===== src/hw/rtl/lbs_pkg.sv =====
// Shared types and constants for the two-frame linear blend stitch unit.
`timescale 1ns / 1ps
`default_nettype none
package lbs_pkg;

   // Field widths fixed by the transfer format.
   localparam int PIX_W  = 8;
   localparam int ROW_W  = 9;
   localparam int COL_W  = 11;
   localparam int OP_W   = 2;
   localparam int CFG_W  = 10;
   localparam int STEP_W = $clog2(PIX_W);

   // Configuration port geometry.
   localparam int CSR_DW = 32;
   localparam int CSR_AW = 3;

   // Register indexes, taken from address bit 2.
   localparam logic REG_OVERLAP_START = 1'b0;
   localparam logic REG_VERT_OFFSET   = 1'b1;

   // Register reset values.
   localparam logic [CFG_W-1:0] OVERLAP_RESET = 10'd320;
   localparam logic [CFG_W-1:0] VERT_RESET    = 10'd0;

   // Operation codes.
   localparam logic [OP_W-1:0] OP_LOAD_LEFT  = 2'd0;
   localparam logic [OP_W-1:0] OP_LOAD_RIGHT = 2'd1;
   localparam logic [OP_W-1:0] OP_EMIT       = 2'd2;

   // Request payload.
   typedef struct packed {
      logic [OP_W-1:0]  op;
      logic [ROW_W-1:0] row;
      logic [COL_W-1:0] col;
      logic [PIX_W-1:0] pixel;
   } lbs_req_type;

   // Response payload.
   typedef struct packed {
      logic [PIX_W-1:0] stitched_pixel;
      logic             in_range;
   } lbs_rsp_type;

   // Controller to datapath commands.
   typedef struct packed {
      logic capture;
      logic calc;
      logic addr;
      logic write;
      logic read;
      logic mul;
      logic div_start;
      logic out_load;
   } lbs_cmd_type;

   // Datapath to controller status.
   typedef struct packed {
      logic [OP_W-1:0] op;
      logic            ok;
      logic            use_l;
      logic            use_r;
      logic            div_busy;
      logic            out_free;
   } lbs_status_type;

   // Controller states.
   typedef enum logic [3:0] {
      ST_IDLE,
      ST_CALC,
      ST_ADDR,
      ST_WRITE,
      ST_READ,
      ST_MUL,
      ST_DIV_START,
      ST_DIV_RUN,
      ST_DONE
   } lbs_state_type;

endpackage
`default_nettype wire


===== src/hw/rtl/lbs_ctrl.sv =====
// Controller state machine sequencing loads and emits through the datapath.
`timescale 1ns / 1ps
`default_nettype none
module lbs_ctrl (
   input  wire logic                    clock,
   input  wire logic                    reset,
   input  wire logic                    req_valid,
   output logic                         req_ready,
   input  wire lbs_pkg::lbs_status_type status,
   output lbs_pkg::lbs_cmd_type         cmd
);
   import lbs_pkg::*;

   lbs_state_type state_ff, state_in;

   // State register.
   always_ff @(posedge clock) begin
      if (reset) begin
         state_ff <= ST_IDLE;
      end else begin
         state_ff <= state_in;
      end
   end

   // Next state and commands.
   always_comb begin
      state_in  = state_ff;
      cmd       = '0;
      req_ready = 1'b0;
      unique case (state_ff)
         ST_IDLE: begin
            req_ready = 1'b1;
            if (req_valid) begin
               cmd.capture = 1'b1;
               state_in    = ST_CALC;
            end
         end
         ST_CALC: begin
            cmd.calc = 1'b1;
            state_in = ST_ADDR;
         end
         ST_ADDR: begin
            cmd.addr = 1'b1;
            priority if (status.op == OP_LOAD_LEFT || status.op == OP_LOAD_RIGHT) begin
               state_in = ST_WRITE;
            end else if (status.op == OP_EMIT) begin
               state_in = status.ok ? ST_READ : ST_DONE;
            end else begin
               state_in = ST_IDLE;
            end
         end
         ST_WRITE: begin
            cmd.write = 1'b1;
            state_in  = ST_IDLE;
         end
         ST_READ: begin
            cmd.read = 1'b1;
            state_in = (status.use_l && status.use_r) ? ST_MUL : ST_DONE;
         end
         ST_MUL: begin
            cmd.mul  = 1'b1;
            state_in = ST_DIV_START;
         end
         ST_DIV_START: begin
            cmd.div_start = 1'b1;
            state_in      = ST_DIV_RUN;
         end
         ST_DIV_RUN: begin
            if (!status.div_busy) begin
               state_in = ST_DONE;
            end
         end
         ST_DONE: begin
            if (status.out_free) begin
               cmd.out_load = 1'b1;
               state_in     = ST_IDLE;
            end
         end
         default: begin
            state_in = ST_IDLE;
         end
      endcase
   end

endmodule
`default_nettype wire


===== config.mk =====
export PLATFORM = sky130hd
export DESIGN_NAME = lbs_ctrl
export DESIGN_NICKNAME = d
export VERILOG_FILES = /design/src/hw/rtl/lbs_pkg.sv /design/src/hw/rtl/lbs_ctrl.sv
export SDC_FILE = /design/constraint.sdc
export NUM_CORES = 1
export LEC_CHECK = 0
export ABC_CLOCK_PERIOD_IN_PS = 1400
export BUFFER_PORTS_ARGS = -buffer_cell sky130_fd_sc_hd__buf_2
export CORE_AREA = 2 2 39 41
export CTS_BUF_LIST = sky130_fd_sc_hd__clkbuf_8
export DETAILED_ROUTE_END_ITERATION = 8
export DIE_AREA = 0 0 41 43
export GPL_TIMING_DRIVEN = 0
export PLACE_DENSITY_LB_ADDON = 0.15
export SYNTH_ARGS = -nofsm -noshare
export SYNTH_HDL_FRONTEND = slang
export SYNTH_SLANG_ARGS = --single-unit

===== constraint.sdc =====
create_clock -name clock -period 1.4 [get_ports clock]
set_clock_uncertainty 0.1 [all_clocks]
set_input_delay 0.07 -clock clock [delete_from_list [all_inputs] [get_ports clock]]
set_output_delay 0.07 -clock clock [all_outputs]
set_load 0.02 [all_outputs]

After elaboration in Yosys (flattened, before gate mapping) --
Index checks and enable logic that the tools add are counted.
Storage, ports and cells: bits in latches 0, memory bits (writable) 0, bits in registers 4, word-level logic and storage cells 38, input bits 10, ROM bits 0, output and inout bits 9, memories kept 0
Cells by class: divide/modulo/power cells 0, shifts and indexed selects 0, $mul 0, reductions and logical operators 5, bitwise operators 0, muxes and demuxes 19, $add $sub $neg 0, equal/unequal tests 13, magnitude comparators 0
Operators with widths (count):
- $pmux W4 S8 | 1
- $mux W4 | 7
- $eq A4 B3 Y1 const B | 4
- $mux W1 | 11
- $eq A4 B2 Y1 const B | 2
- $ne A2 B2 Y1 const B | 3
- $eq A4 B1 Y1 const B | 1
- $eq A4 B4 Y1 const B | 1
- $logic_not A4 Y1 | 1
- $reduce_and A3 Y1 | 1
- $eq A2 B1 Y1 const B | 1
- $eq A2 B2 Y1 const B | 1
- $logic_not A2 Y1 | 1
- $logic_and A1 B1 Y1 | 1
- $logic_or A1 B1 Y1 | 1

Longest topological paths before layout --
depth after elaboration 4, depth in mapped cells 5, gate-level depth less buffers 4

Least setup slack after synthesis --
OpenSTA, ideal clock, no wires.
path type reg-to-output, from register state_ff[0], to output cmd[7] (netlist name), cell stages (with the launch flop) 4, data required time 1.230 ns, arrival 1.529 ns, path buffers 1, setup slack -0.299 ns, path through dfxtp_1 buf_2 nor4_1 and2_1
RTL lines:
- from (decl) | RTL line lbs_ctrl.sv:14 | lbs_state_type state_ff, state_in;
- from (signal assigned) | RTL line lbs_ctrl.sv:21 | state_ff <= state_in;
- to (decl) | RTL line lbs_ctrl.sv:10 | output lbs_pkg::lbs_cmd_type cmd

Final worst setup path --
from register state_ff[1], to register state_ff[3]
On the way: longest elaborated chain between the ends 3, elaborated cells between the ends (all ways) 13, those cells by class eq/ne: 10; mux: 1; reduce/logical: 2
Ends and longest elaborated chain:
- $eq A4 B3 Y1, or another cell as far along | RTL line lbs_ctrl.sv:30 | unique case (state_ff)
- $ne A2 B2 Y1 (no line)
- $reduce_and A3 Y1 (no line)
Parallel ways exist; a longest one is shown, timed or not. A chain may end at the register's enable or synchronous reset.

==> results.toml <==
[timing]
rsz0062_at_grt = "true"
fin_hold_ws_ns = 0.0522
setup_violations = 0
min_period_ns = 1.39
relSlewSlack_pct = 81.2
fin_crit_sh_pct = 99.0
final_hold_viol_count = 0
slew_violations = 0
fmax_mhz = 721
worstMarginPinSlew_ns = 0.281

[synth]
synth_xor_area_share_pct = 0
yosys_warnings = 0
ys_types = 23
synth_top_cell_by_area = "dfxtp_1"
ys_seq_area_share_pct = 23.1
synth_mux_area_share_pct = 0
synthTopCellsByArea = "dfxtp_1, nor3_1, nor4b_4, buf_6, a21oi_1"
synth_fa_ha_area_share_pct = 0
synth-simple-area-share_pct = 48.7
synth-seq-cells = 4
syn_nets = 56
synth_area_per_cell_um2 = 7.53
synthDominantCellAreaShare_pct = 23.1
synth_compound_area_share_pct = 19.1
syn_inst = 46
synth_top_family_by_area = "simple AND/OR/NAND/NOR gates"
synth_area_um2 = 347

[final_layout]
top_regs = "state_ff: 4 flops"
nFillCells = 139
nets = 81
drive_above_1_share_pct = 53.6
antenna_cells = 0
largest_register_ff_count = 4
top_register = "state_ff"
area_growth_pct = 70.0

[power]
power_switching_mw = 0.152
p_per_area_mw_per_mm2 = 933
irDropWorstVdd_uv = 850
p_sw_share_pct = 27.7
power_frac_seq_pct = 23.2
p_clk_share_pct = 42.6
p_comb_share_pct = 34.2
p_leak_nw = 0.258
internal_power_mw = 0.398
fin_total_pwr_mw = 0.550

[detailed_routing]
drt_iter0_markers = 12
wl_um = 896
wl_per_cell_um = 10.5
drc = 0
postRouteAntennaNets = 0
vias = 417
drt-vias-per-instance = 4.91
dr.pass1.iters = 4

[critical_path]
critical_path_class = "flop to flop"
cp.arrival_ns = 1.38
crit_fanout = 8
critical_path.cell_chain = "buf_6 > or3_4 > a21oi_2 > nor3_2 > a31o_1"
cp_slowest_cell = "or3_4"
start_kind = "flop"
cp-end-kind = "flop"
critical_path_required_ns = 1.40
max_stage_delay_ns = 0.36

[cts]
clkSinkCount = 4
cts_tree = "built"
cts_htree_levels = 1
clockBufferDepth = 2
numCtsBuffers = 3
cts_root_buf = "clkbuf_8"
cts.clk_slew.worst_paths_ns = 0.03
clock_latency_ns = 0.21

[grt]
grt-ovfl-total = 0
antenna_found_initial = 0
grt_pass1_vias = 365
grt_pass1_wl_um = 1410
grt_max_degree = 11
grt_use_total_pct = 11.7

[flow_run]
cap_viol_max_count = 0

[outcome]
status = "finished clean"

[die]
core-area_mm2 = 0.00138
die_w_um = 41
start_util_pct = 25.0
dieArea_mm2 = 0.00176
die_h_um = 43
fp-row-count = 14
ios = 19

[placed_design]
globalplace.congestion = 0.772
port_buffers = 18
dp_hpwl_um = 658

[hold_path]
min_path_type = "primary input to flop"
==> final cells by class <==
class | count | area [µm²] | area share (%)
multi-input combinational | 38 | 289 | 49.0
buffer | 3 | 33.8 | 5.73
inverter | 1 | 3.75 | 0.637
tap | 16 | 20.0 | 3.40
clock buffer | 3 | 41.3 | 7.01
timing repair buffer | 20 | 119 | 20.2
sequential | 4 | 82.6 | 14.0
==> worst paths after layout <==
| path | from | end | slack, ns | cells past startpoint |
|---|---|---|---|---|
| min | status[5] | state_ff[2] | 0.05 | 3 |
| max reg2reg | state_ff[1] | state_ff[3] | 0.01 | 5 |
| max | state_ff[1] | state_ff[3] | 0.01 | 5 |
| min reg2reg | state_ff[2] | state_ff[1] | 0.55 | 3 |
==> per-layer routing <==
layer / vias to the layer above / share of wire, % / GRT usage (%)
met5: - / 0 / 0
met4: 0 / 0 / 3.33
met3: 0 / 7.0 / 7.85
met2: 15 / 47 / 15.3
met1: 189 / 46 / 15.4
li1: 213 / - / -
==> layout by cell type, fill, tap and decap left out, types with 2 or more instances in the layout <==
cell,instances
dfxtp_1,2
buf_6,4
nand2b_1,2
dfxtp_2,2
nand3b_1,2
nor3_1,6
nand2_1,2
nor2_1,4
buf_2,15
clkbuf_8,3
buf_4,3
a21oi_1,3
==> cells in the mapped netlist <==
master / count
nor3b_1: 1
inv_1: 1
nor3_1: 7
a211oi_1: 1
a21o_1: 1
a31o_1: 1
nand3b_1: 2
and2_1: 1
or3_1: 2
o22ai_1: 1
nand4b_1: 1
nand2b_1: 3
nor4b_4: 1
nand3_1: 1
buf_2: 1
a21boi_0: 1
buf_6: 2
nor2_1: 5
nand2_1: 3
a21oi_1: 4
nor4_1: 1
dfxtp_1: 4
a211o_1: 1
==> kinds of logic after synthesis <==
group                  Yosys count
and+or+nand+nor                 28
AOI/OAI and AO/OA               10
DFF                              4
buffers and inverters            4
==> timing repair <==
item / CTS / global route
resized for setup: 5 / 13
hold endpoints to repair: 1 / 0
pin swaps: 2 / 2
hold buffers: 1 / 0
setup buffers: 0 / 1
endpoints found under the setup margin: 8 / 7
==> per-stage QoR <==
step | area, µm² | std cells | setup TNS (ns) | setup WS (ns) | utilization [%]
2_1_floorplan | 362 | 46 | -0.0196 | -0.0196 | -
3_3_place_gp | 472 | 80 | -0.0848 | -0.0442 | 34.1
3_5_place_dp | 472 | 80 | 0 | 0.00246 | 34.1
4_1_cts | 537 | 84 | 0 | 0.00252 | 38.8
5_1_grt | 589 | 85 | -0.0966 | -0.0389 | 42.6
6_report | 589 | 85 | 0 | 0.0134 | 42.6
==> worst max-delay path: cells and delay by family, from the launching register on <==
kind | cells | cell delay (ns)
and+or+nand+nor | 2 | 0.41
DFF | 1 | 0.31
AOI/OAI and AO/OA | 2 | 0.30
buffers and inverters | 1 | 0.13
==> power by group through the flow <==
stage,combinational (mW),clock [mW],sequential [mW]
2_1_floorplan,0.106,0,0.127
3_3_place_gp,0.152,0,0.128
3_5_place_dp,0.149,0,0.127
4_1_cts,0.156,0.240,0.126
5_1_grt,0.205,0.252,0.129
6_report,0.188,0.234,0.128
(Power assumes the default switching activity.)
